===== src/hw/rtl/lwrp_ram.sv =====
`default_nettype none
module lwrp_ram #(
    parameter int W = 8,
    parameter int D = 8
) (
    input  wire                          i_clk,
    input  wire                          i_we,
    input  wire [(D > 1 ? $clog2(D) : 1)-1:0] i_waddr,
    input  wire [W-1:0]                  i_wdata,
    input  wire                          i_re,
    input  wire [(D > 1 ? $clog2(D) : 1)-1:0] i_raddr,
    output logic [W-1:0]                 o_rdata
);
    logic [W-1:0] r_mem [D];

    // one write port, one registered read port
    always_ff @(posedge i_clk) begin
        if (i_we) begin
            r_mem[i_waddr] <= i_wdata;
        end
        if (i_re) begin
            o_rdata <= r_mem[i_raddr];
        end
    end
endmodule
`default_nettype wire


===== config.mk =====
export PLATFORM = sky130hd
export DESIGN_NAME = lwrp_ram
export DESIGN_NICKNAME = d
export VERILOG_FILES = /design/src/hw/rtl/lwrp_ram.sv
export SDC_FILE = /design/constraint.sdc
export NUM_CORES = 1
export LEC_CHECK = 0
export ABC_AREA = 1
export BUFFER_PORTS_ARGS = -buffer_cell sky130_fd_sc_hd__buf_2
export CELL_PAD_IN_SITES_DETAIL_PLACEMENT = 0
export CELL_PAD_IN_SITES_GLOBAL_PLACEMENT = 1
export CORE_AREA = 2 2 85 87
export DETAILED_ROUTE_END_ITERATION = 6
export DIE_AREA = 0 0 87 89
export HOLD_SLACK_MARGIN = 0.15
export PLACE_DENSITY_LB_ADDON = 0.1
export RECOVER_POWER = 25
export SYNTH_ARGS = -nofsm -noshare
export SYNTH_HDL_FRONTEND = slang
export SYNTH_SLANG_ARGS = --single-unit

===== constraint.sdc =====
create_clock -name i_clk -period 1.1 [get_ports i_clk]
set_clock_uncertainty 0.1 [all_clocks]
set_input_delay 0.055 -clock i_clk [delete_from_list [all_inputs] [get_ports i_clk]]
set_output_delay 0.055 -clock i_clk [all_outputs]
set_load 0.05 [all_outputs]

; ---- Word level (Yosys, flattened, before mapping)
; Memory sizes are Yosys's and may differ from the RTL's. A register that Yosys moved wholly into a read port is not among the register bits.
; Index checks and enable logic that the tools add are counted.
[classes]
order_cmp = 0
n_shift = 0
addsub = 0
reduce_logical = 0
n_div = 0
mux = 2
n_eq_ne = 0
mul = 0
bitwise = 0
[op_table]
columns = op, count
row1 = 1-bit two-way mux, 2
[totals]
ram_bits = 64
mem_count = 1
romBits = 0
output_inout_bits = 8
latch_bits = 0
regBits = 0
input_bits = 17
[mem_list]
columns = name, depth, width, rd, rd_ports_with_merged_regs, wr, line
row1 = r_mem, 8, 8, 1, 1, 1, 14  ; logic [W-1:0] r_mem [D];

; ---- Logic depth before layout (Yosys ltp)
[depth]
ltp_word = 2
ltp_mapped = 8

; ---- Worst setup path after synthesis
; No wires, ideal clock.
[synth_timing]
kind = input port to flip-flop
startpoint = input i_waddr[0] in the netlist's numbering
endpoint = memory r_mem[0][0], enable pin
slack_ns = 0.070
n_path_buf = 0
setup_ns = 0.370
t_arrival_ns = 0.560
stages = 3
cell_sequence = inv_1 -> nand2_1 -> nor2_1
[synth_rtl]
columns = element, line
row1 = from (decl), 8  ; input wire [(D > 1 ? $clog2(D) : 1)-1:0] i_waddr,
row2 = to (decl), 14
; Straight into the memory's write port.

; ---- Worst setup path in the final report
[layout_timing]
startpoint = register o_rdata[4] (read register of r_mem)
endpoint = output o_rdata[4]
[layout_rtl]
columns = element, line
row1 = from (decl), 12  ; output logic [W-1:0] o_rdata
; No word-level cell between the ends.

==> run metrics <==
result of the run=complete, no violations; mapped cell area=about 0.0031 mm²; Vias/cell=4.60; instance count along the most critical hold path=7; endpoint of the worst-slack reg-to-reg timing path=o_rdata[1]; largest vdd supply drop=approximately 1.1 mV; dominant delay contributor by cell family on the critical path=flip-flops; share of cell area taken by muxes after synthesis=0%; placer congestion estimate=around 0.74; number of distinct library cell variants in the gate-level netlist after synthesis=10; ranking of synthesized cells by area=sky130_fd_sc_hd__edfxtp_1 (69%), sky130_fd_sc_hd__nand2_1 (13%), sky130_fd_sc_hd__inv_1 (8.2%); power density normalized to cell area=roughly 1600 mW/mm²; layout net count=between 300 and 400; adder and majority cell fraction of the synthesized area=0%; cell type with the highest aggregate area in the netlist=sky130_fd_sc_hd__edfxtp_1; count of final setup violators=0; layout cell share with drive strength beyond 1=between 10% and 20%; number of sinks handled by clock tree synthesis=72; Hold Startpoint=i_raddr[0]; synthesized instance count=303; final critical path time including I/O delays and setup=between 1 and 1.5 ns; antenna violation net count after detailed routing=0; total power after layout=roughly 6 mW; Die Outline Area=0.00774 mm²; depth of the worst register-to-register path=6; CTS tree=done; Final Hold Vio Count=0; number of gates on the worst path with buffers counted=1; number of CTS-inserted buffers=9; number of DRC violations after detailed routing=0; Maximum Capacitance Violations=0; via count of the first global-routing pass=between 1500 and 2000; final antenna diode count=0; Final Slew Violations=0; #FFs+latches synth=72; Arrival @ worst endpoint=slightly above 0.9 ns; syn_area_per_cell=around 10 µm²; Tcrit/Tclk final=98.3%; startpoint kind of the worst setup timing path=register; slowest cell delay on critical path=just over 0.4 ns; Synth Area in Simple Gates=between 10% and 20%; destination of the worst hold path=o_rdata[7]; clock insertion delay at the later pin of the skew report=0.34 ns; Fillers=slightly above 600; GR Overflow Total=0; clock root buffer=sky130_fd_sc_hd__clkbuf_8; largest net degree at the start of global routing=33; Leak Pwr=between 1.5 and 2 nW; overall die height=between 80 and 90 µm; count of input and output buffers=24; buffer depth of the longest clock path=2; clock transition at the register clock pins on the worst setup and hold paths after CTS=~0.080 ns; total of warnings raised by yosys=0; final core area utilization=between 50% and 60%; area share of the largest cell type after synthesis=between 60 and 70%; number of design-rule violations left by the first detailed-router iteration=around 150; fraction of the yosys area taken by sequential cells=between 60% and 70%; worst setup path category=reg2out; final total negative setup slack=0 ns; overall track demand over capacity in global routing=18.5%; post-synthesis compound-gate area fraction=0%; highest clock frequency the design can meet=just over 0.9 GHz; unrepaired setup endpoints after global routing=yes; top-level port count=25; most frequent cells in the layout=sky130_fd_sc_hd__nand2_1 (109), sky130_fd_sc_hd__edfxtp_1 (72), sky130_fd_sc_hd__inv_1 (68); Wirelength per Cell=about 14 µm; measured slew at the worst slew-check pin=just under 0.6 ns; synthesized net count=320; crit path max fanout=1; Core Rows=30; required time at the worst-slack endpoint=approximately 0.94 ns; xor-xnor portion of the synthesized cell area=0%; router iterations before antenna repair=4; RR Startpoint=r_mem[3][1]; kind of end point of the critical path=primary output; Die W=just under 90 µm; number of vias after detailed routing=between 2000 and 2500; antenna violations before repair=0; layout-stage area growth over the synthesis result=20.9%; hold_ws=0.173 ns; crit-path cells=buf_6; worst slew margin relative to its limit=between 60% and 70%; combinational family with the most area after synthesis=simple AND/OR/NAND/NOR gates; initial core utilization=a little under half; placeable core region=between 0.006 and 0.007 mm²; critical-path cell with the highest stage delay=sky130_fd_sc_hd__edfxtp_1; Hold Path Class=in2reg; placed wire-length estimate after detailed placement=between 4 and 5 mm; worst path buffer plus inverter count=1; global-route wire length before repair=10.0 mm; reg2reg setup slack=0.05 ns; Clock H-tree levels=3; leading cell type in the layout, fill and taps excluded=sky130_fd_sc_hd__nand2_1; Post-Route WL=around 6.4 mm
-- sequential cells by signal, indices dropped and copies added, names as in the netlist --
name,cells
o_rdata,8
r_mem,64
-- area by class of cell --
class | instances | area (µm²) | share of cell area (%)
Inverter | 70 | 265 | 7.01
Timing Repair Buffer | 53 | 420 | 11.1
Clock inverter | 7 | 96.3 | 2.55
Multi-Input combinational cell | 150 | 616 | 16.3
Clock buffer | 9 | 124 | 3.27
Tap cell | 80 | 100 | 2.65
Sequential cell | 72 | 2160 | 57.1
-- cell usage after synthesis --
cell type / instances
sky130_fd_sc_hd__nand2_1: 110
sky130_fd_sc_hd__edfxtp_1: 72
sky130_fd_sc_hd__inv_1: 68
sky130_fd_sc_hd__nand3_1: 32
sky130_fd_sc_hd__nor2_1: 8
sky130_fd_sc_hd__buf_6: 6
sky130_fd_sc_hd__buf_4: 3
sky130_fd_sc_hd__buf_2: 2
sky130_fd_sc_hd__inv_2: 1
sky130_fd_sc_hd__inv_4: 1
-- per-layer routing --
| layer | wire length, µm | global-route usage (%) | up-vias | share of wire [%] |
|---|---|---|---|---|
| met2 | 2900 | 28.9 | 45 | 45 |
| li1 | - | - | 1044 | - |
| met4 | 166 | 10.4 | 0 | 2.6 |
| met1 | 3110 | 24.9 | 924 | 49 |
| met3 | 210 | 2.86 | 14 | 3.3 |
| met5 | 0 | 0 | - | 0 |
-- where the power goes --
group	internal [mW]	total, mW	switching (mW)
Sequential	3.13	3.16	0.0268
Clock	1.28	2.30	1.02
Combinational	0.201	0.552	0.351
Total	4.61	6.01	1.40
-- repair_timing --
action / 4_1_cts / 5_1_grt
hold buffers: 10 / 0
endpoints found under the setup margin: 6 / 13
hold endpoints to repair: 81 / 0
resized for setup: 9 / 8
setup buffers: 0 / 0
pin swaps: 0 / 18
cloned: 0 / 0
-- metrics by stage --
stage / cell area, µm² / setup slack (ns) / instances
4_1_cts: 3790 / -0.0107 / 441
3_5_place_dp: 3440 / -0.00292 / 415
6_report: 3780 / 0.0184 / 441
5_1_grt: 3780 / -0.0569 / 441
3_3_place_gp: 3440 / 0.0164 / 415
2_1_floorplan: 3130 / 0.0701 / 303
-- logic make-up (layout without fill, tap and decap cells) --
kind of cell,Yosys count,count (layout)
AND/OR/NAND/NOR,150,150
flip-flops,72,72
buffers and inverters,81,139
-- how the worst max path moves through the flow --
| stage | start | endpoint | slack [ns] |
|---|---|---|---|
| after floorplan | i_waddr[0] | r_mem[0][0] | 0.07 |
| after global placement | i_raddr[0] | o_rdata[1] | 0.02 |
| after detailed placement | i_waddr[0] | r_mem[4][3] | -0.003 |
| after CTS | o_rdata[4] | o_rdata[4] | -0.01 |
| after global routing | r_mem[6][6] | o_rdata[6] | -0.06 |
| final | o_rdata[4] | o_rdata[4] | 0.02 |
(Power assumes the default switching activity.)
