### src/hw/rtl/lwrp_pkg.sv
`default_nettype none
package lwrp_pkg;

    // command codes
    localparam logic [1:0] CMD_TIME = 2'd0;
    localparam logic [1:0] CMD_PICK = 2'd1;
    localparam logic [1:0] CMD_DOCS = 2'd2;

    // configuration register indexes
    localparam logic CFG_DECAY = 1'b0;
    localparam logic CFG_INIT  = 1'b1;

    // fixed widths of the fields
    localparam int TIME_W  = 32;
    localparam int QC_W    = 16;
    localparam int WT_W    = 26;   // 2^32 / 66 fits in 26 bits
    localparam int DOCS_W  = 40;
    localparam int TOTAL_W = 43;
    localparam int FRAC_W  = 16;

    localparam logic [QC_W-1:0]   MIN_DIV  = 16'd42;
    localparam logic [TIME_W-1:0] MIN_TIME = 32'd66;
    localparam logic [QC_W-1:0]   QC_MAX   = 16'hFFFF;
    localparam logic [7:0]        INV_MAX  = 8'hFF;

    // shared divider: 49-bit dividend, 32-bit divisor, one quotient bit a cycle
    localparam int DIV_NW    = 49;
    localparam int DIV_DW    = 32;
    localparam int DIV_CNT_W = $clog2(DIV_NW + 1);
    localparam logic [DIV_NW-1:0] DIV_ONE = 49'h1_0000_0000;

    typedef struct packed {
        logic              start;
        logic [DIV_NW-1:0] num;
        logic [DIV_DW-1:0] den;
    } t_div_req;

    typedef struct packed {
        logic              busy;
        logic              done;
        logic [DIV_DW-1:0] quot;
    } t_div_rsp;

    // one entry of the timing memory
    typedef struct packed {
        logic [TIME_W-1:0] avg;
        logic [QC_W-1:0]   qc;
        logic [WT_W-1:0]   wt;
    } t_trow;

endpackage
`default_nettype wire

### src/hw/rtl/lwrp_div.sv
`default_nettype none
module lwrp_div (
    input  wire                i_clk,
    input  wire                i_rst_n,
    input  lwrp_pkg::t_div_req i_req,
    output lwrp_pkg::t_div_rsp o_rsp
);
    import lwrp_pkg::*;

    logic [DIV_DW-1:0]    r_rem;
    logic [DIV_NW-1:0]    r_num;
    logic [DIV_DW-1:0]    r_den;
    logic [DIV_CNT_W-1:0] r_cnt;
    logic                 r_run;
    logic                 r_done;

    logic [DIV_DW:0]   sh;
    logic [DIV_DW+1:0] diff;
    logic              qbit;

    // restoring step: shift in next dividend bit, subtract if it fits
    always_comb begin
        sh   = {r_rem, r_num[DIV_NW-1]};
        diff = {1'b0, sh} - {2'b00, r_den};
        qbit = ~diff[DIV_DW+1];
    end

    always_ff @(posedge i_clk) begin
        if (!i_rst_n) begin
            r_run  <= 1'b0;
            r_done <= 1'b0;
            r_cnt  <= '0;
        end else begin
            r_done <= 1'b0;
            if (r_run) begin
                r_rem <= qbit ? diff[DIV_DW-1:0] : sh[DIV_DW-1:0];
                r_num <= {r_num[DIV_NW-2:0], qbit};
                r_cnt <= r_cnt - 1'b1;
                if (r_cnt == DIV_CNT_W'(1)) begin
                    r_run  <= 1'b0;
                    r_done <= 1'b1;
                end
            end else if (i_req.start) begin
                r_rem <= '0;
                r_num <= i_req.num;
                r_den <= i_req.den;
                r_cnt <= DIV_CNT_W'(DIV_NW);
                r_run <= 1'b1;
            end
        end
    end

    assign o_rsp.busy = r_run;
    assign o_rsp.done = r_done;
    assign o_rsp.quot = r_num[DIV_DW-1:0];
endmodule
`default_nettype wire

### config.mk
export PLATFORM = sky130hd
export DESIGN_NAME = lwrp_div
export DESIGN_NICKNAME = d
export VERILOG_FILES = /design/src/hw/rtl/lwrp_pkg.sv /design/src/hw/rtl/lwrp_div.sv
export SDC_FILE = /design/constraint.sdc
export NUM_CORES = 1
export LEC_CHECK = 0
export ABC_AREA = 1
export BUFFER_PORTS_ARGS = -buffer_cell sky130_fd_sc_hd__buf_2
export CORE_ASPECT_RATIO = 2
export CORE_MARGIN = 2
export CORE_UTILIZATION = 50
export CTS_CLUSTER_SIZE = 8
export DETAILED_ROUTE_END_ITERATION = 16
export PLACE_DENSITY_LB_ADDON = 0.2
export SETUP_SLACK_MARGIN = 0.02
export SYNTH_ARGS = -nofsm -noshare
export SYNTH_HDL_FRONTEND = slang
export SYNTH_SLANG_ARGS = --single-unit
### constraint.sdc
create_clock -name i_clk -period 4.9 [get_ports i_clk]
set_clock_uncertainty 0.1 [all_clocks]
set_input_delay 0.98 -clock i_clk [delete_from_list [all_inputs] [get_ports i_clk]]
set_output_delay 0.98 -clock i_clk [all_outputs]
set_load 0.01 [all_outputs]
# After elaboration in Yosys (flattened, before gate mapping)
# Cells that the tools add are included.
# totals
regBits,121
mem_count,0
word_cells,26
output_inout_bits,34
inputBits,84
latchBits,0
rom_bits,0
ramBits,0
# classes
eq_ne,1
n_reduce_logical,4
bitwise_logic,2
muxes,11
n_shift,0
mul,0
magnitude_cmp,0
n_addsub,2
div_mod_pow,0
# ops
cell,count
$mux 49,2
$mux 32,3
$sub 33x32->34,1
$mux 6,2
$eq 6x1->1 const B,1
$sub 6x1->6 const B,1
$mux 1,4
$reduce_and 2->1,2
$reduce_and 3->1,1
$not 1->1,2
$reduce_bool 2->1,1

# Longest topological paths before layout
# Gate-level depths: netlist of run 1.
# logic_depth
word_depth,3
depth_mapped,16
mapped_depth_nobuf,16

# Least setup slack after synthesis of run 1
# No wires, ideal clock.
# synth_path
kind,input to register
start,input i_rst_n
end,"register r_num[0], enable pin"
arrival_time_ns,4.472
cell_stages,2
setup_time_ns,0.522
n_path_buf,0
path_slack_ns,-0.195
t_required_ns,4.278
cell_sequence,inv_1 -> nor2_1
# synth_via
elab_chain_cells,1
# synth_lines
element,line,source
start: declaration,lwrp_div.sv:4,"input wire i_rst_n,"
$reduce_and 2->1 (no source line),--,
end signal: assignment,lwrp_div.sv:37,"r_num <= {r_num[DIV_NW-2:0], qbit};"
end signal: assignment,lwrp_div.sv:45,r_num <= i_req.num;
end: declaration,lwrp_div.sv:11,logic [DIV_NW-1:0] r_num;
# No other way between the ends.
# A chain may end at the register's enable or synchronous reset.

# Final worst setup path of run 1
# layout_path
start,register r_num[48]
end,"register r_rem[28], data pin"
# layout_via
elab_chain_cells,3
# layout_lines
element,line,source
$sub 33x32->34,lwrp_div.sv:24,"diff = {1'b0, sh} - {2'b00, r_den};"
$mux 32,lwrp_div.sv:36,r_rem <= qbit ? diff[DIV_DW-1:0] : sh[DIV_DW-1:0];
$mux 32,lwrp_div.sv:35,if (r_run) begin
end signal: assignment,lwrp_div.sv:36,
end: declaration,lwrp_div.sv:10,logic [DIV_DW-1:0] r_rem;
# No other way between the ends.

==> Flow_metrics.wiki, run 1 <==
{| class="wikitable"
! Metric !! Value
|-
| Startpoint of the worst hold path || r_cnt[5]
|-
| Internal reg-to-reg setup slack || 2150 ps
|-
| Peak clock frequency supported by timing || 0.363 GHz
|-
| Cells on Worst Hold Path || 2
|-
| Top library cells by usage in the layout, fill and taps aside || 455 x nand2_1, 171 x inv_1, 117 x buf_2, 113 x edfxtp_1, 89 x nor2_1
|-
| Category of the most critical setup path || reg2reg
|-
| Crit path launch type || flip-flop
|-
| Number of rows in the core area || between 60 and 70
|-
| Register area share after synthesis || 44.5%
|-
| Number of detailed-routing iterations run before antenna repair || 5
|-
| Signed area change from the synthesized netlist to the final layout || 14.3%
|-
| Class of the tightest hold or removal check || reg2reg
|-
| Count of nets after finishing || 1275
|-
| Clock transition at the registers of the reported paths || 60 ps
|-
| Global-route wire length before repair || 31900 microns
|-
| Top flip-flop cell by instance count after synthesis || edfxtp_1
|-
| Count of boundary I/O pins || 118
|-
| Net Count, Synth || 1188
|-
| Async set or reset register ratio after synthesis || 0%
|-
| Via-per-instance ratio || 4.91
|-
| #FFs+latches synth || 121
|-
| Number of enable-type register cells in the synthesized netlist || around 110
|-
| RePlAce Congestion || 0.956
|-
| Clock root buffer || clkbuf_16
|-
| Worst hold endpoint || r_cnt[5]
|-
| Number of diodes || 0
|-
| Final standard cell utilization of the core || 58.2%
|-
| Switching share of power || between 20% and 30%
|-
| Die Y || 183 microns
|-
| Worst r2r dst || r_rem[28]
|-
| Maximum fanout along the worst path || 4
|-
| Clk pwr share || 40.6%
|-
| Detailed placement HPWL || 15200 microns
|-
| Fill cell count || 1508
|-
| Hold_buf cts || 0
|-
| TritonCTS buffer count || 17
|-
| DRC marker count from the first detailed-route iteration || 302
|-
| Most common cell after layout, fill and taps aside || nand2_1
|-
| Worst-margin pin slew || 1070 ps
|-
| PD cells || 355 nW/um^2
|-
| Net switching power || 0.936 mW
|-
| Number of H-tree levels || 4
|-
| Startpoint of the worst-slack reg-to-reg timing path || r_num[48]
|-
| # port buffers || between 100 and 150
|-
| Layout cells sized above 1 || 15.7%
|-
| Maximum vdd drop || 269 uV
|-
| Number of DRC violations after detailed routing || 0
|-
| Combinational share of power || 20.2%
|-
| Reg power frac || 39.3%
|-
| Max Buffers Root-to-Sink || 2
|-
| Routed Antenna Nets || 0
|-
| Final cycle utilization of the critical path || 56.2%
|-
| Die Outline Area || 17100 sq um
|-
| Mean cell area of the mapped netlist || 7.47 sq um
|-
| Synthesized instance count || 1069
|-
| X dimension of the die || 93.4 microns
|-
| Setup Total Neg Slack || 0 ps
|-
| Number of sinks handled by clock tree synthesis || 121
|-
| Max-slew headroom at the worst pin || 28.4%
|-
| Count of unique library cells instantiated by Yosys || 39
|-
| Synthesized area || 7990 sq um
|-
| Maximum number of pins on one net before global-route repair || 56
|-
| Post-layout min period || between 2000 and 3000 ps
|-
| Per-cell routed wire length || 14.5 microns
|-
| Element type at the critical path end || flip-flop
|-
| Setup WS post-layout || 2150 ps
|-
| Final hold viol count || 0
|-
| Number of failing setup endpoints in the final timing report || 0
|-
| Initial Util || about 50%
|-
| Final hold slack || around 390 ps
|-
| Post-CTS setup buffers || 0
|-
| Floorplan Core Area || 15700 sq um
|-
| Total via count after detailed routing || 6729
|-
| Internal Power || between 2 and 2.5 mW
|-
| Max_cap viols || 0
|-
| LEAKAGE || between 4 and 5 nW
|-
| Drt total wl || 19900 microns
|-
| Arrival @ worst endpoint || 2830 ps
|-
| Final Slew Violations || 0
|-
| Yosys warns || 0
|-
| CTS tree || built
|-
| Pre-CTS setup slack || about 2200 ps
|-
| Unrepaired setup endpoints after global routing || false
|-
| Final global-route overflow total || 0
|-
| Resized Gates After CTS || 0
|-
| Gr usage total || between 20% and 30%
|-
| Outcome || finished, final reports clean
|-
| Antenna violations before repair || 0
|-
| Skew-Pair Late Insertion Delay || 420 ps
|-
| Vias in the first global route || around 7000
|-
| Worst r2r path cells || 16
|-
| Worst path required time || between 4000 and 5000 ps
|}
how the worst max path moves through the flow:
stage / startpoint / to / slack, ps / cells after the start
floorplan: i_rst_n / r_num[0] / 1170 / 2
global placement: r_num[48] / r_rem[28] / 2220 / 16
detailed placement: r_run / r_den[14] / 2160 / 4
CTS: r_num[48] / r_rem[28] / 2160 / 16
global route: r_num[48] / r_rem[30] / 1970 / 16
finish: r_num[48] / r_rem[28] / 2150 / 16
through the flow:
step	std cells	total power [mW]	cell area [sq um]
floorplan	1069	1.77	7990
global placement	1338	1.94	8520
detailed placement	1338	1.94	8520
CTS	1370	3.26	9130
global route	1370	3.39	9130
finish	1370	3.24	9130
critical path: stages, from the launching register on:
cell	delay (ps)
edfxtp_1	370
inv_1	100
ha_1	150
inv_1	80
fa_1	430
nand3_1	110
nand3_1	200
nand2_1	120
nand2_1	190
nand2_1	110
nand2_1	110
nand2_1	110
nand2_1	60
nand2_1	60
nand3_1	100
nand2_1	90
inv_1	30
state kept, by name, summed over array words and instances, names as in the netlist:
name	cells
r_rem	32
r_den	32
r_done	1
r_cnt	6
r_run	1
r_num	49
per-layer routing:
layer | vias to the layer above | share of wire, % | track usage [%]
li1 | 3432 | - | -
met1 | 3047 | 36 | 23.4
met2 | 186 | 54 | 45.6
met3 | 64 | 3.8 | 4.44
met4 | 0 | 6.5 | 17.5
met5 | - | 0 | 0
final cells by class:
class / instances / area [sq um] / share of cell area, %
flip-flops and latches: 121 / 3550 / 38.9
well taps: 201 / 251 / 2.76
inverters: 176 / 666 / 7.29
multi-input cells: 719 / 3430 / 37.6
repair buffers: 121 / 616 / 6.74
clock buffers: 19 / 433 / 4.74
clock inverters: 13 / 176 / 1.93
cell usage after synthesis, types with 9 or more instances:
cell	number	area share [%]
buf_4	34	3.2
inv_1	171	8.0
edfxtp_1	113	42
nand2_2	9	0.70
nand2_1	455	21
nand4_1	9	0.70
nor2_2	12	0.94
xor2_1	14	1.5
nand3_1	31	1.9
a21oi_1	19	1.2
nor2_1	91	4.3
ha_1	34	5.3
clkbuf_1	13	0.61
nand3b_1	19	1.8
power groups by stage:
| stage | sequential, mW | combinational [mW] | clock [mW] |
|---|---|---|---|
| after floorplan | 1.28 | 0.498 | 0 |
| after global placement | 1.29 | 0.644 | 0 |
| after detailed placement | 1.29 | 0.650 | 0 |
| after CTS | 1.27 | 0.654 | 1.33 |
| after global routing | 1.28 | 0.737 | 1.38 |
| final | 1.27 | 0.653 | 1.31 |
kinds of logic (layout without fill, tap and decap cells):
family                     Yosys count  after routing  synth area share (%)
AOI/OAI and AO/OA                   27             27                  1.96
xor gates and xnor gates            15             15                  1.65
adders and majority gates           35             35                  5.58
buffers and inverters              229            329                  12.7
DFF                                121            121                  44.5
and+or+nand+nor                    642            642                  33.6
(Power assumes the default switching activity.)
==> run 2: changes to the inputs <==
- clock period: 4.9 -> 2.7 ns (I/O delays scaled with it)
==> run 2 against run 1 <==
Against the previous run: die area stayed put; register-to-register slack worse by 1900 ps; first-iteration DRC count is 9.6% lower; design area is 1.2% higher; wire length is 1.3% lower; combinational power is 85% higher; clock power is 87% higher; critical endpoint is now r_rem[31]; largest power group unchanged.
==> Flow_metrics.wiki, run 2 (synthesis gave the netlist of run 1 again) <==
{| class="wikitable"
! Metric !! Value
|-
| Outcome || finished, final reports clean
|-
| Count of nets after finishing || 1284 (+0.71%)
|-
| Routed Antenna Nets || 0 (unchanged)
|-
| Peak per-stage delay on the critical path || 410 ps (-20 ps)
|-
| Number of H-tree levels || 4 (unchanged)
|-
| Maximum fanout along the worst path || 6 (+2)
|-
| Number of sinks handled by clock tree synthesis || 121 (unchanged)
|-
| Arrival @ worst endpoint || 2580 ps (-250 ps)
|-
| Initial Util || 50.9% (unchanged)
|-
| Net switching power || 1.72 mW (+84%)
|-
| Post-layout min period || 2490 ps (-261 ps)
|-
| Layout cells sized above 1 || 17.0% (+1.2 points)
|-
| PD cells || 644 nW/um^2 (+82%)
|-
| Count of boundary I/O pins || 118 (unchanged)
|-
| Final Slew Violations || 0 (unchanged)
|-
| Gr usage total || 24.2% (-0.32 points)
|-
| Cells on Worst Hold Path || 1 (-1)
|-
| Skew-Pair Late Insertion Delay || 420 ps (about the same)
|-
| Vias in the first global route || 6843 (+0.63%)
|-
| Max_cap viols || 0 (unchanged)
|-
| Antenna violations before repair || 0 (unchanged)
|-
| Number of DRC violations after detailed routing || 0 (unchanged)
|-
| Clock transition at the registers of the reported paths || 60 ps (about the same)
|-
| Element type at the critical path end || flip-flop
|-
| Most used cell, CP || nand2_1
|-
| Clock root buffer || clkbuf_16
|-
| Max-slew headroom at the worst pin || 62.2% (+34 points)
|-
| Internal reg-to-reg setup slack || 210 ps (-1940 ps)
|-
| Clk pwr share || 41.1% (+0.5 points)
|-
| Combinational share of power || 20.4% (+0.2 points)
|-
| Peak clock frequency supported by timing || 0.401 GHz (+10%)
|-
| Number of detailed-routing iterations run before antenna repair || 4 (-1)
|-
| Final Total Pwr || 5.95 mW (+84%)
|-
| Die Outline Area || 17100 sq um (unchanged)
|-
| Drt total wl || 19700 microns (-1.3%)
|-
| Largest delay share family, worst path || simple AND/OR/NAND/NOR gates
|-
| Number of stages on the worst setup path || 14 (-2)
|-
| Die Y || 183 microns (unchanged)
|-
| Most flops, register || r_num
|-
| Worst-margin pin slew || 568 ps (-505 ps)
|-
| LEAKAGE || 4.86 nW (+1.4%)
|-
| Signed area change from the synthesized netlist to the final layout || 15.6%
|-
| Max Buffers Root-to-Sink || 2 (unchanged)
|-
| Cell area after placement || 8590 sq um (+0.79%)
|-
| Final hold slack || 188 ps (-199 ps)
|-
| Per-cell routed wire length || 14.3 microns (-1.9%)
|-
| Hold_buf cts || 0 (unchanged)
|-
| Floorplan Core Area || 15700 sq um (unchanged)
|-
| Internal Power || 4.23 mW (+84%)
|-
| Post-CTS setup buffers || 0 (unchanged)
|-
| Final global-route overflow total || 0 (unchanged)
|-
| Most common cell after layout, fill and taps aside || nand2_1
|-
| Flip-flop count of the largest register, all copies and words added || 49 (unchanged)
|-
| Detailed placement HPWL || 15200 microns (+0.19%)
|-
| X dimension of the die || 93.4 microns (unchanged)
|-
| Final cycle utilization of the critical path || 92.3% (+36 points)
|-
| CTS tree || built
|-
| Fin area || 9240 sq um (+1.2%)
|-
| Slowest stage cell, crit path || ha_1
|-
| Number of failing setup endpoints in the final timing report || 0 (unchanged)
|-
| Switching share of power || 28.9% (about the same)
|-
| Crit path launch type || flip-flop
|-
| TritonCTS buffer count || 17 (unchanged)
|-
| Maximum vdd drop || 441 uV (+64%)
|-
| Fill cell count || 1496 (-0.80%)
|-
| Maximum number of pins on one net before global-route repair || 52 (-7.1%)
|-
| Top library cells by usage in the layout, fill and taps aside || 454 x nand2_1, 171 x inv_1, 117 x buf_2, 113 x edfxtp_1, 89 x nor2_1
|-
| Number of rows in the core area || 65 (unchanged)
|-
| RePlAce Congestion || 0.991 (+3.6%)
|-
| Final hold viol count || 0 (unchanged)
|-
| Top flop regs || r_num x49, r_den x32, r_rem x32
|-
| Worst path required time || 2780 ps (-2200 ps)
|-
| Class of the tightest hold or removal check || in2reg
|-
| DRC marker count from the first detailed-route iteration || 273 (-9.6%)
|-
| Category of the most critical setup path || reg2reg
|-
| Setup Total Neg Slack || 0 ps (unchanged)
|-
| Buffering stage count on the worst path with inverters included || 2 (-1)
|-
| Via-per-instance ratio || 4.87 (-0.82%)
|-
| Unrepaired setup endpoints after global routing || false
|-
| Critical path cell sequence || ha_1 -> nand2_1 -> nand2_1 -> inv_1 -> nand2_1 -> nand2_1 -> nand2_1 -> nand2_1 -> nand2_1 -> nand2_1 -> nand3_1 -> nand3_1 -> nand2_1 -> inv_1
|-
| Number of diodes || 0 (unchanged)
|-
| Total via count after detailed routing || 6718 (-0.16%)
|-
| Reg power frac || 38.5% (-0.8 points)
|-
| Global-route wire length before repair || 31600 microns (-0.97%)
|-
| # port buffers || 117 (unchanged)
|-
| Worst r2r path cells || 14 (-2)
|}
==> run 2: cell count changes in the layout (fill, tap and decap cells not counted) <==
cell	delta
inv_6	+3
fa_1	-1
nand2_1	-1
fa_2	+1
clkinv_1	-3
clkbuf_8	+1
nand3_4	+1
clkbuf_1	-1
clkinvlp_4	-1
buf_4	+9
nand2_2	+1
clkinv_2	+1
nand3_1	-1
==> run 2: power by group through the flow <==
| stage | clock, mW | sequential [mW] | combinational (mW) |
|---|---|---|---|
| 2_1_floorplan | 0 | 2.31 | 0.905 |
| 3_3_place_gp | 0 | 2.33 | 1.20 |
| 3_5_place_dp | 0 | 2.33 | 1.21 |
| 4_1_cts | 2.48 | 2.29 | 1.22 |
| 5_1_grt | 2.56 | 2.31 | 1.38 |
| 6_report | 2.45 | 2.29 | 1.21 |
==> run 2: what timing repair did <==
item,4_1_cts,5_1_grt
endpoints found under the hold margin,0,0
endpoints found under the setup margin,1,4
gates resized for setup,1,3
cloned,0,0
==> run 2: cell type report <==
cell class / instances / area [sq um] / share of cell area, %
Inverter: 176 / 666 / 7.21
Clock buffer: 19 / 443 / 4.80
Timing Repair Buffer: 130 / 683 / 7.40
Clock inverter: 13 / 189 / 2.05
Tap cell: 201 / 251 / 2.72
Sequential cell: 121 / 3550 / 38.5
Multi-Input combinational cell: 719 / 3450 / 37.3
==> run 2: worst paths after layout <==
check / to / from
setup / recovery: r_rem[31] / r_rem[1]
hold / removal: r_den[7] / i_req[7]
setup reg to reg: r_rem[31] / r_rem[1]
hold reg to reg: r_cnt[4] / r_cnt[4]
==> run 2: per-layer routing <==
| metal | global-route usage (%) | share of wire (%) | up-vias |
|---|---|---|---|
| met1 | 22.4 | 35 | 3036 |
| met4 | 17.9 | 7.0 | 0 |
| met3 | 4.40 | 3.7 | 67 |
| met2 | 45.4 | 55 | 167 |
| met5 | 0 | 0 | - |
| li1 | - | - | 3448 |
==> run 2: stage by stage <==
stage / utilization (%) / setup WS, ps / std cells
after floorplan: - / 153 / 1069
after global placement: 54.7 / 38.7 / 1347
after detailed placement: 54.7 / 9.35 / 1347
after CTS: 58.8 / 86.9 / 1379
after global routing: 58.8 / 30.4 / 1379
final: 58.8 / 207 / 1379
